File: config.mk
export PLATFORM = sky130hd
export DESIGN_NAME = multimeter_frame_decoder
export DESIGN_NICKNAME = d
export VERILOG_FILES = /design/src/rtl/mfd_pkg.sv /design/src/rtl/multimeter_frame_decoder.sv /design/src/rtl/mfd_collect.sv /design/src/rtl/mfd_decode.sv
export SDC_FILE = /design/constraint.sdc
export NUM_CORES = 1
export LEC_CHECK = 0
export ABC_AREA = 0
export BUFFER_PORTS_ARGS = -buffer_cell sky130_fd_sc_hd__buf_2
export CELL_PAD_IN_SITES_DETAIL_PLACEMENT = 1
export CELL_PAD_IN_SITES_GLOBAL_PLACEMENT = 1
export CORE_MARGIN = 10
export CORE_UTILIZATION = 35
export CTS_CLUSTER_DIAMETER = 100
export CTS_CLUSTER_SIZE = 8
export DETAILED_ROUTE_END_ITERATION = 16
export GPL_TIMING_DRIVEN = 0
export PLACE_DENSITY_LB_ADDON = 0.1
export SYNTH_ARGS = -nofsm -noshare
export SYNTH_HDL_FRONTEND = slang
export SYNTH_SLANG_ARGS = --single-unit
File: constraint.sdc
create_clock -name clk -period 7.6 [get_ports clk]
set_input_delay 1.14 -clock clk [delete_from_list [all_inputs] [get_ports clk]]
set_output_delay 1.14 -clock clk [all_outputs]
set_load 0.005 [all_outputs]
File: src/rtl/mfd_pkg.sv
// Shared constants and types for the meter frame decoder.
package mfd_pkg;

  localparam int FRAME_BYTES = 11;
  localparam int NUM_DIGITS  = 5;
  localparam int CNT_W       = 4;

  // The count parks here when bytes keep arriving after the frame is full.
  localparam logic [CNT_W-1:0] CNT_OVER = CNT_W'(FRAME_BYTES + 1);

  localparam logic [7:0] TERM_RESET = 8'h0A;

  // Byte positions inside the frame.
  localparam int IDX_FN    = 1;
  localparam int IDX_RANGE = 2;
  localparam int IDX_FLAGS = 4;
  localparam int IDX_DIG0  = 5;

  localparam logic [16:0] MAG_MAX    = 17'd99999;
  localparam logic [2:0]  PLACES_MAX = 3'd5;
  localparam logic [2:0]  MODE_DUTY  = 3'd5;
  localparam logic [7:0]  ASCII_ZERO = 8'h30;
  localparam logic [7:0]  ASCII_NINE = 8'h39;

  // Function codes.
  localparam logic [7:0] FN_VOLT     = 8'd248;
  localparam logic [7:0] FN_VOLT_AC  = 8'd240;
  localparam logic [7:0] FN_MVOLT    = 8'd232;
  localparam logic [7:0] FN_AMP      = 8'd168;
  localparam logic [7:0] FN_AMP_ALT  = 8'd169;
  localparam logic [7:0] FN_MAMP     = 8'd176;
  localparam logic [7:0] FN_MAMP_ALT = 8'd177;
  localparam logic [7:0] FN_OHM      = 8'd224;
  localparam logic [7:0] FN_CAP      = 8'd225;

  // Unit codes.
  localparam logic [3:0] UNIT_NONE = 4'd0;
  localparam logic [3:0] UNIT_MV   = 4'd1;
  localparam logic [3:0] UNIT_V    = 4'd2;
  localparam logic [3:0] UNIT_MA   = 4'd3;
  localparam logic [3:0] UNIT_A    = 4'd4;
  localparam logic [3:0] UNIT_OHM  = 4'd5;
  localparam logic [3:0] UNIT_KOHM = 4'd6;
  localparam logic [3:0] UNIT_MOHM = 4'd7;
  localparam logic [3:0] UNIT_NS   = 4'd8;
  localparam logic [3:0] UNIT_NF   = 4'd9;
  localparam logic [3:0] UNIT_UF   = 4'd10;
  localparam logic [3:0] UNIT_HZ   = 4'd11;
  localparam logic [3:0] UNIT_KHZ  = 4'd12;
  localparam logic [3:0] UNIT_PCT  = 4'd13;

  // Frame bytes that the decode actually looks at; digits[0] is the leading digit.
  typedef struct packed {
    logic [7:0]                 fn;
    logic [7:0]                 rng_byte;
    logic [7:0]                 flags;
    logic [NUM_DIGITS-1:0][7:0] digits;
  } frame_t;

  typedef struct packed {
    logic [16:0] magnitude;
    logic [2:0]  decimal_places;
    logic [3:0]  unit;
    logic        negative;
    logic        overload;
    logic        auto_range;
    logic        hold;
    logic        five_digit;
    logic        digit_error;
  } result_t;

endpackage

File: src/rtl/multimeter_frame_decoder.sv
// Top level of the meter frame decoder: configuration, output register and wiring.
//
// The block takes one received meter byte per clock cycle and gathers the bytes of an
// eleven-byte frame. When the terminator byte arrives right after exactly eleven data
// bytes, the frame is decoded into one reading: digit magnitude, sign, decimal places,
// unit code and the overload, auto-range and hold flags. Every terminator restarts the
// count, so short or overlong frames give no reading. A byte is held in the input
// register; once the terminator sits there and the output register is free, the
// reading is loaded into the output register and out_valid is set. The whole decode
// is a short combinational path from the frame store to the output register. Throughput
// is one byte per cycle for as long as the output side takes its transfers; a reading
// that waits on out_stall holds the input only when the next terminator needs the
// output register. The terminator value is written through the cfg port (resets to
// line feed) and must only change while no byte is in flight.
module multimeter_frame_decoder (
  input  logic        clk,
  input  logic        rst_n,
  input  logic        in_valid,
  output logic        in_stall,
  input  logic [7:0]  in_rx_byte,
  output logic        out_valid,
  input  logic        out_stall,
  output logic [16:0] out_magnitude,
  output logic [2:0]  out_decimal_places,
  output logic [3:0]  out_unit,
  output logic        out_negative,
  output logic        out_overload,
  output logic        out_auto_range,
  output logic        out_hold,
  output logic        out_five_digit,
  output logic        out_digit_error,
  input  logic        cfg_valid,
  output logic        cfg_ready,
  input  logic [7:0]  cfg_terminator_byte
);

  logic [7:0]       term_r;
  logic             out_vld_r;
  logic             out_vld_nxt;
  mfd_pkg::result_t res_r;
  mfd_pkg::result_t res;
  mfd_pkg::frame_t  frame;
  logic             slot_free;
  logic             fire;

  // The configuration register is always writable.
  assign cfg_ready = 1'b1;

  always_ff @(posedge clk) begin
    if (!rst_n) begin
      term_r <= mfd_pkg::TERM_RESET;
    end else if (cfg_valid && cfg_ready) begin
      term_r <= cfg_terminator_byte;
    end
  end

  // The output register can take a new reading when it is empty or is
  // completing its transfer in this cycle.
  assign slot_free = !out_vld_r || !out_stall;

  mfd_collect u_collect (
    .clk             (clk),
    .rst_n           (rst_n),
    .in_valid        (in_valid),
    .in_stall        (in_stall),
    .in_rx_byte      (in_rx_byte),
    .terminator_byte (term_r),
    .slot_free       (slot_free),
    .frame           (frame),
    .fire            (fire)
  );

  mfd_decode u_decode (
    .frame (frame),
    .res   (res)
  );

  always_comb begin
    if (fire) begin
      out_vld_nxt = 1'b1;
    end else if (!out_stall) begin
      out_vld_nxt = 1'b0;
    end else begin
      out_vld_nxt = out_vld_r;
    end
  end

  always_ff @(posedge clk) begin
    if (!rst_n) begin
      out_vld_r <= 1'b0;
    end else begin
      out_vld_r <= out_vld_nxt;
    end
  end

  always_ff @(posedge clk) begin
    if (fire) begin
      res_r <= res;
    end
  end

  assign out_valid          = out_vld_r;
  assign out_magnitude      = res_r.magnitude;
  assign out_decimal_places = res_r.decimal_places;
  assign out_unit           = res_r.unit;
  assign out_negative       = res_r.negative;
  assign out_overload       = res_r.overload;
  assign out_auto_range     = res_r.auto_range;
  assign out_hold           = res_r.hold;
  assign out_five_digit     = res_r.five_digit;
  assign out_digit_error    = res_r.digit_error;

  // A decoded frame must land in the output register.
  a_fire_loads: assert property (@(posedge clk) disable iff (!rst_n)
    fire |=> out_vld_r)
    else $error("decoded frame did not reach the output");

  // A waiting reading must never be overwritten.
  a_no_overwrite: assert property (@(posedge clk) disable iff (!rst_n)
    (out_vld_r && out_stall) |-> !fire)
    else $error("reading overwritten while stalled");

  a_result_range: assert property (@(posedge clk) disable iff (!rst_n)
    out_vld_r |-> ((res_r.magnitude <= mfd_pkg::MAG_MAX) &&
                   (res_r.decimal_places <= mfd_pkg::PLACES_MAX) &&
                   (res_r.unit <= mfd_pkg::UNIT_PCT)))
    else $error("reading field out of range");

endmodule

File: src/rtl/mfd_collect.sv
// Input register, byte count and frame store of the meter frame decoder.
module mfd_collect (
  input  logic                clk,
  input  logic                rst_n,
  input  logic                in_valid,
  output logic                in_stall,
  input  logic [7:0]          in_rx_byte,
  input  logic [7:0]          terminator_byte,
  input  logic                slot_free,
  output mfd_pkg::frame_t     frame,
  output logic                fire
);

  logic [7:0]                  byte_r;
  logic                        vld_r;
  logic [mfd_pkg::CNT_W-1:0]   cnt_r;
  logic [mfd_pkg::CNT_W-1:0]   cnt_nxt;
  mfd_pkg::frame_t             frame_r;
  logic                        is_term;
  logic                        want;
  logic                        go;
  logic [2:0]                  dig_idx;
  logic                        dig_hit;

  assign is_term = (byte_r == terminator_byte);
  assign want    = vld_r && is_term && (cnt_r == mfd_pkg::CNT_W'(mfd_pkg::FRAME_BYTES));
  // A held byte moves on unless it must load a result and the output is occupied.
  assign go       = vld_r && (!want || slot_free);
  assign fire     = want && slot_free;
  assign in_stall = vld_r && !go;
  assign frame    = frame_r;

  assign dig_idx = 3'(cnt_r - mfd_pkg::CNT_W'(mfd_pkg::IDX_DIG0));
  assign dig_hit = (cnt_r >= mfd_pkg::CNT_W'(mfd_pkg::IDX_DIG0)) &&
                   (cnt_r < mfd_pkg::CNT_W'(mfd_pkg::IDX_DIG0 + mfd_pkg::NUM_DIGITS));

  always_comb begin
    if (is_term) begin
      cnt_nxt = '0;
    end else if (cnt_r < mfd_pkg::CNT_W'(mfd_pkg::FRAME_BYTES)) begin
      cnt_nxt = cnt_r + 1'b1;
    end else begin
      cnt_nxt = mfd_pkg::CNT_OVER;
    end
  end

  always_ff @(posedge clk) begin
    if (!rst_n) begin
      vld_r <= 1'b0;
      cnt_r <= '0;
    end else begin
      if (!in_stall) begin
        vld_r <= in_valid;
      end
      if (go) begin
        cnt_r <= cnt_nxt;
      end
    end
  end

  always_ff @(posedge clk) begin
    if (in_valid && !in_stall) begin
      byte_r <= in_rx_byte;
    end
    if (go && !is_term) begin
      if (cnt_r == mfd_pkg::CNT_W'(mfd_pkg::IDX_FN)) begin
        frame_r.fn <= byte_r;
      end
      if (cnt_r == mfd_pkg::CNT_W'(mfd_pkg::IDX_RANGE)) begin
        frame_r.rng_byte <= byte_r;
      end
      if (cnt_r == mfd_pkg::CNT_W'(mfd_pkg::IDX_FLAGS)) begin
        frame_r.flags <= byte_r;
      end
      if (dig_hit) begin
        frame_r.digits[dig_idx] <= byte_r;
      end
    end
  end

  a_cnt_range: assert property (@(posedge clk) disable iff (!rst_n)
    cnt_r <= mfd_pkg::CNT_OVER)
    else $error("byte count past overlong mark");

  a_term_clears: assert property (@(posedge clk) disable iff (!rst_n)
    (go && is_term) |=> (cnt_r == '0))
    else $error("terminator did not clear the byte count");

endmodule

File: src/rtl/mfd_decode.sv
// Combinational decode of a complete frame into one reading.
module mfd_decode (
  input  mfd_pkg::frame_t  frame,
  output mfd_pkg::result_t res
);

  logic [2:0]        rng;
  logic              five;
  logic              duty;
  logic [3:0]        d [mfd_pkg::NUM_DIGITS];
  logic [17:0]       mag_sum;
  logic              derr;
  logic signed [4:0] places;
  logic signed [4:0] rng_s;
  logic [1:0]        rng_mod3;
  logic [3:0]        unit_sel;
  logic [2:0]        places_sat;

  assign rng   = frame.rng_byte[5:3];
  assign five  = frame.flags[2];
  assign duty  = (frame.rng_byte[2:0] == mfd_pkg::MODE_DUTY);
  assign rng_s = signed'({2'b00, rng});

  // Digit bytes add the low nibble, decimal or not (digit 0 only if five-digit).
  always_comb begin
    derr = 1'b0;
    for (int i = 0; i < mfd_pkg::NUM_DIGITS; i++) begin
      d[i] = frame.digits[i][3:0];
      if ((i != 0) || five) begin
        if ((frame.digits[i] < mfd_pkg::ASCII_ZERO) || (frame.digits[i] > mfd_pkg::ASCII_NINE)) begin
          derr = 1'b1;
        end
      end
    end
    if (!five) begin
      d[0] = 4'd0;
    end
  end

  assign mag_sum = 18'(d[0]) * 18'd10000 + 18'(d[1]) * 18'd1000 +
                   18'(d[2]) * 18'd100 + 18'(d[3]) * 18'd10 + 18'(d[4]);

  always_comb begin
    case (rng)
      3'd0, 3'd3, 3'd6: rng_mod3 = 2'd0;
      3'd1, 3'd4, 3'd7: rng_mod3 = 2'd1;
      default:          rng_mod3 = 2'd2;
    endcase
  end

  always_comb begin
    places   = 5'sd0;
    unit_sel = mfd_pkg::UNIT_NONE;
    if (five) begin
      if (rng <= 3'd1) begin
        places   = 5'sd1 + rng_s;
        unit_sel = mfd_pkg::UNIT_HZ;
      end else begin
        places   = 5'sd6 - rng_s;
        unit_sel = mfd_pkg::UNIT_KHZ;
      end
    end else if (duty) begin
      places   = 5'sd2;
      unit_sel = mfd_pkg::UNIT_PCT;
    end else begin
      case (frame.fn)
        mfd_pkg::FN_VOLT: begin
          if (rng == 3'd0) begin
            places   = 5'sd1;
            unit_sel = mfd_pkg::UNIT_MV;
          end else begin
            places   = 5'sd4 - rng_s;
            unit_sel = mfd_pkg::UNIT_V;
          end
        end
        mfd_pkg::FN_VOLT_AC: begin
          places   = 5'sd3 - rng_s;
          unit_sel = mfd_pkg::UNIT_V;
        end
        mfd_pkg::FN_MVOLT: begin
          places   = 5'sd2 - rng_s;
          unit_sel = mfd_pkg::UNIT_MV;
        end
        mfd_pkg::FN_AMP, mfd_pkg::FN_AMP_ALT: begin
          places   = 5'sd3 - rng_s;
          unit_sel = mfd_pkg::UNIT_A;
        end
        mfd_pkg::FN_MAMP, mfd_pkg::FN_MAMP_ALT: begin
          places   = 5'sd2 - rng_s;
          unit_sel = mfd_pkg::UNIT_MA;
        end
        mfd_pkg::FN_OHM: begin
          if (rng == 3'd0) begin
            places   = 5'sd3;
            unit_sel = mfd_pkg::UNIT_OHM;
          end else if (rng <= 3'd3) begin
            places   = 5'sd4 - rng_s;
            unit_sel = mfd_pkg::UNIT_KOHM;
          end else if (rng <= 3'd5) begin
            places   = 5'sd7 - rng_s;
            unit_sel = mfd_pkg::UNIT_MOHM;
          end else begin
            places   = 5'sd2;
            unit_sel = (rng == 3'd6) ? mfd_pkg::UNIT_NS : mfd_pkg::UNIT_NONE;
          end
        end
        mfd_pkg::FN_CAP: begin
          places   = 5'sd3 - signed'({3'b000, rng_mod3});
          unit_sel = (rng <= 3'd2) ? mfd_pkg::UNIT_NF : mfd_pkg::UNIT_UF;
        end
        default: begin
          places   = 5'sd0;
          unit_sel = mfd_pkg::UNIT_NONE;
        end
      endcase
    end
  end

  always_comb begin
    if (places < 5'sd0) begin
      places_sat = 3'd0;
    end else if (places > signed'({2'b00, mfd_pkg::PLACES_MAX})) begin
      places_sat = mfd_pkg::PLACES_MAX;
    end else begin
      places_sat = places[2:0];
    end
  end

  assign res.magnitude      = (mag_sum > 18'(mfd_pkg::MAG_MAX)) ? mfd_pkg::MAG_MAX : mag_sum[16:0];
  assign res.decimal_places = places_sat;
  assign res.unit           = unit_sel;
  assign res.negative       = frame.flags[4];
  assign res.overload       = frame.flags[3];
  assign res.auto_range     = !frame.rng_byte[6];
  assign res.hold           = frame.flags[0];
  assign res.five_digit     = five;
  assign res.digit_error    = derr;

endmodule

Yosys cells after proc, flatten, opt, wreduce, memory -nomap -nowiden:

Cells that the tools add are included.

* flip-flop bits (word level): 112
* output and inout port bits: 33

* reduce and logical (&&, ||, !) cells: 36
* magnitude comparators: 22
* equal/unequal tests: 21
* add/sub/neg operators: 13
* muxes and demuxes: 30
* $mul: 4

Operator list (number)
* == test 8 bit (second input constant): 9
* bitwise mux 40 bit: 1
* greater-than comparator 8 x 6 -> 1 bit (second input constant): 5
* less-than comparator 8 x 6 -> 1 bit (second input constant): 5
* two-way mux 4 bit: 9
* two-way mux 5 bit: 7
* case mux 4 bit (7 select lines): 1
* case mux 5 bit (5 select lines): 1
* demux 8 bit (select 3 bit): 1
* adder 18 x 11 -> 18 bit: 1
* adder 18 x 14 -> 18 bit: 1
* adder 18 x 4 -> 18 bit: 1
* adder 18 x 8 -> 18 bit: 1
* greater-than comparator 18 x 17 -> 1 bit (second input constant): 1
* multiplier 4 x 10 -> 14 bit (second input constant): 1
* == test 3 bit (second input constant): 4
* OR reduction 3 bit: 4
* subtractor 3 x 3 -> 4 bit (first input constant): 3
* multiplier 4 x 7 -> 11 bit (second input constant): 1
* logical AND 1 bit: 9
* multiplier 4 x 5 -> 9 bit (second input constant): 1
* == test 8 bit: 1
* less-than comparator 4 bit (second input constant): 2
* two-way mux 8 bit: 1
* other kinds (31): 55

Longest topological paths before layout:

* depth after elaboration: 10
* depth in mapped cells: 23
* mapped depth without buffers: 22

Cells and area by module:

Synthesis repeated with hierarchy kept, for this count alone.

* cells, all modules: 629
* area, all modules: 7444.6 µm²

By module, submodules not included
* mfd_decode: area an instance 3377.0 µm², cells each 420, instances 1
* mfd_collect: area an instance 2824.0 µm², cells each 148, instances 1
* multimeter_frame_decoder: area an instance 1243.7 µm², cells each 61, instances 1

Least setup slack after synthesis:

No wires, ideal clock.

* path kind: register -> register
* from: register u_collect.frame_r, in the netlist u_collect.frame[10]
* to: register res_r, in the netlist out_magnitude[3], data pin
* arrival time: 5335 ps
* required time: 7335 ps
* clock period less this slack: 5600 ps
* path slack: 2000 ps
* cell stages (with the launch flop): 24
* path through: edfxtp_1 > fa_1 > inv_1 > fa_1 > inv_1 > ha_1 > a21oi_1 > nor2_1 > nor2_1 > nor2_1 > o21ai_0 > nand2_1 > xor2_1 > ha_1 > ha_1 > ha_1 > a21oi_1 > o21ai_0 > a2111oi_4 > o31ai_1 > and3_4 > or2_4 > buf_6 > or3_1

* cells in the longest elaborated chain, start to end: 6

RTL lines
* start: declaration: RTL line mfd_collect.sv:18 `mfd_pkg::frame_t frame_r;`
* multiplier 4 x 7 -> 11 bit: RTL line mfd_decode.sv:40 `assign mag_sum = 18'(d[0]) * 18'd10000 + 18'(d[1]) * 18'd1000 +`
* adder 18 x 14 -> 18 bit: RTL line mfd_decode.sv:40
* adder 18 x 11 -> 18 bit: RTL line mfd_decode.sv:40
* adder 18 x 8 -> 18 bit: RTL line mfd_decode.sv:41 `18'(d[2]) * 18'd100 + 18'(d[3]) * 18'd10 + 18'(d[4]);`
* adder 18 x 4 -> 18 bit: RTL line mfd_decode.sv:41
* greater-than comparator 18 x 17 -> 1 bit: RTL line mfd_decode.sv:129 `assign res.magnitude = (mag_sum > 18'(mfd_pkg::MAG_MAX)) ? mfd_pkg::MAG_MAX : mag_sum[16:0];`
* end signal: assignment: RTL line multimeter_frame_decoder.sv:98 `res_r <= res;`
* end: declaration: RTL line multimeter_frame_decoder.sv:40 `mfd_pkg::result_t res_r;`

Every way passes these cells.
A chain may end at the register's enable or synchronous reset.

Final worst setup path:

* from: register u_collect.frame_r, in the netlist u_collect.frame[10]
* to: register res_r, in the netlist out_magnitude[4], data pin

The elaborated chain is that of the path after synthesis.

==> run summary <==
status: complete, no violations
RSZ-0062 raised after global routing: no
hold crit path type: reg -> reg
IO Port Bufs: 51
Hold Startpoint: u_collect.frame[44]
TritonCTS buffer count: 9
DR pass1 iterations: 4
max frequency: 162 MHz
n_diodes: 0
# Post-CTS Setup Buffers: 0
row cnt: 52
Worst Tran Pin Value: 1.17 ns
crit share post-route: 81.4%
Starting DRT DRC Count: 163
RePlAce Congestion: 0.811
Cell variety after synth: 70
Antenna Nets Post-Route: 0
post-CTS sizing: 0
largest net degree at the start of global routing: 31
Final setup violation count: 0
clock sink total: 111
Pleak: 3.38 nW
Worst Hold End: out_negative
Slew Viols, Final: 0
Seq cells post-synth: 111
Core Area: 0.0203 sq mm
first-pass GRT wire length: 26.8 mm
placed insts: 950
R2R Path Start: u_collect.frame[10]
setup slack, reg-to-reg: 1.41 ns
Worst Skew: 0.0105 ns
cells after synthesis: 629
# H-tree levels: 3
most common cell after layout, fill and taps aside: edfxtp_1
setup TNS: 0 ns
clock latency at the later pin of the worst-skew pair: 0.36 ns
Seq/Total Area, Yosys: 44.1%
Synth warnings: 0
power density over the cells: 145 mW/mm^2
FF-to-FF path depth: 23
hpwl dp: 13.3 mm
drt via density: 4.97
initial antenna violation count: 0
Finished Layout Cells: 966
die area: 0.0268 sq mm
total global routing track utilization: 12.5%
clk buf depth: 2
Mean Syn Cell Area: 11.5 sq um
Area Overhead vs Synth: 12.7%
max-cap violation count: 0
vias: 4805
vias in the first global route: 5087
Worst EP required: 7.70 ns
Worst-path clk slew: 0.08 ns
DRC Markers: 0
CTS Root Cell: clkbuf_16
final hold viol count: 0
worst-path maximum fanout: 10
Mapped Area: 0.00723 sq mm
Remaining Overflow, GRT: 0
critical path class: reg -> reg
hold path depth: 0
main flop type after synthesis: edfxtp_1
asr flop ratio synth: 0%
crit start category: flop
Die Ht: 164 microns
most frequent cells in the layout: edfxtp_1, ha_1, inv_1
Detailed Route WL: 16.3 mm
Hold Worst Slack: 0.423 ns
crit end category: flop
Post-synth EDFFs: 97
CTS tree: done
Die W: 164 microns
fin crit period: 6.19 ns
Post-Syn Nets: 764
max_slew headroom: 21.4%
Pwr Total: 1.18 mW
cts hold-fix bufs: 0
Initial Util: 35.6%
I/O Pins: 54
Critical Path AT: 6.29 ns
WL per Instance: 16.9 microns
Fill cells: 2248
fraction of layout cells with a size suffix above 1: 13.1%
reg2reg end: out_magnitude[4]
VDD IR max: 0.112 mV
Nets: 826
## worst max-delay path by stage
stage / startpoint / slack, ns / endpoint / depth (start not counted)
final: u_collect.frame[10] / 1.41 / out_magnitude[4] / 23
after global placement: u_collect.frame[42] / 1.32 / out_magnitude[13] / 19
after CTS: u_collect.frame[42] / 1.27 / out_magnitude[4] / 19
after global routing: u_collect.frame[10] / 0.96 / out_magnitude[5] / 22
after floorplan: u_collect.frame[10] / 2.00 / out_magnitude[3] / 23
after detailed placement: u_collect.frame[42] / 1.31 / out_magnitude[4] / 19
## synth_stat cells (all sizes together), types with 14 or more instances
| library cell | instances | area share, % |
|---|---|---|
| ha | 87 | 15 |
| a21oi | 31 | 2.1 |
| fa | 27 | 7.5 |
| xnor2 | 16 | 1.9 |
| edfxtp | 97 | 40 |
| dfxtp | 14 | 3.9 |
| nand2 | 40 | 2.1 |
| nor2 | 23 | 1.2 |
| nor3 | 15 | 1.0 |
| xor2 | 20 | 2.4 |
| inv | 72 | 3.7 |
| o21ai | 26 | 1.8 |
## per-stage QoR
stage | utilization [%] | cell area, sq um | worst slack, ns
2_1_floorplan | - | 7230 | 2.00
3_3_place_gp | 38.6 | 7830 | 1.32
3_5_place_dp | 38.7 | 7850 | 1.31
4_1_cts | 40.1 | 8150 | 1.27
5_1_grt | 40.2 | 8150 | 0.961
6_report | 40.2 | 8150 | 1.41
## power by group
part | internal, mW | total, mW | switching, mW
registers | 0.670 | 0.686 | 0.0158
logic | 0.0140 | 0.0290 | 0.0150
clock network | 0.234 | 0.467 | 0.233
total | 0.918 | 1.18 | 0.264
## per-layer routing
layer	part of all wire (%)	wire, microns	up-vias	track usage [%]
li1	-	-	2383	-
met1	47	7730	2331	16.3
met2	47	7660	81	20.6
met3	5.0	819	10	3.05
met4	0.75	123	0	2.68
met5	0	0	-	0
## worst max-delay path: stages (launching register included)
cell and delay [ns]:
edfxtp_1 0.55, fa_1 0.64, inv_1 0.11, fa_1 0.51
inv_1 0.05, ha_1 0.33, a21oi_1 0.17, nor2_1 0.05
nor2_1 0.15, nor2_1 0.06, o21ai_0 0.15, nand2_1 0.08
xor2_1 0.22, ha_1 0.28, ha_1 0.30, ha_1 0.45
nand2_1 0.08, o21ai_0 0.37, a2111oi_4 0.11, o31ai_1 0.32
a21oi_1 0.14, or2_4 0.31, buf_6 0.15, or3_1 0.34
## sequential cells by signal, summed over array words and instances (netlist names)
signal              flops
u_collect.vld_r         1
out_hold                1
out_unit                4
out_magnitude          17
out_digit_error         1
out_decimal_places      3
out_overload            1
out_five_digit          1
u_collect.byte_r        8
out_auto_range          1
term_r                  8
u_collect.frame        59
u_collect.cnt_r         4
out_valid               1
out_negative            1
## area by class of cell
cell class	count	area (sq um)	share of cell area, %
well taps	270	338	4.14
inverters	72	270	3.31
multi-input cells	431	3710	45.6
clock inverters	7	72.6	0.890
clock buffers	9	225	2.76
plain buffers	15	83.8	1.03
repair buffers	51	255	3.13
flip-flops and latches	111	3190	39.2
## cell families after synthesis
family | count (synthesis) | synth area share, %
xor+xnor | 36 | 4.36
fa+ha+maj | 114 | 22.5
flops | 111 | 44.1
compound gates | 122 | 11.5
mux | 10 | 1.38
buf+inv | 87 | 4.90
simple gates | 148 | 11.1
other cells | 1 | 0.0518
Power figures use the tool's default switching activity.
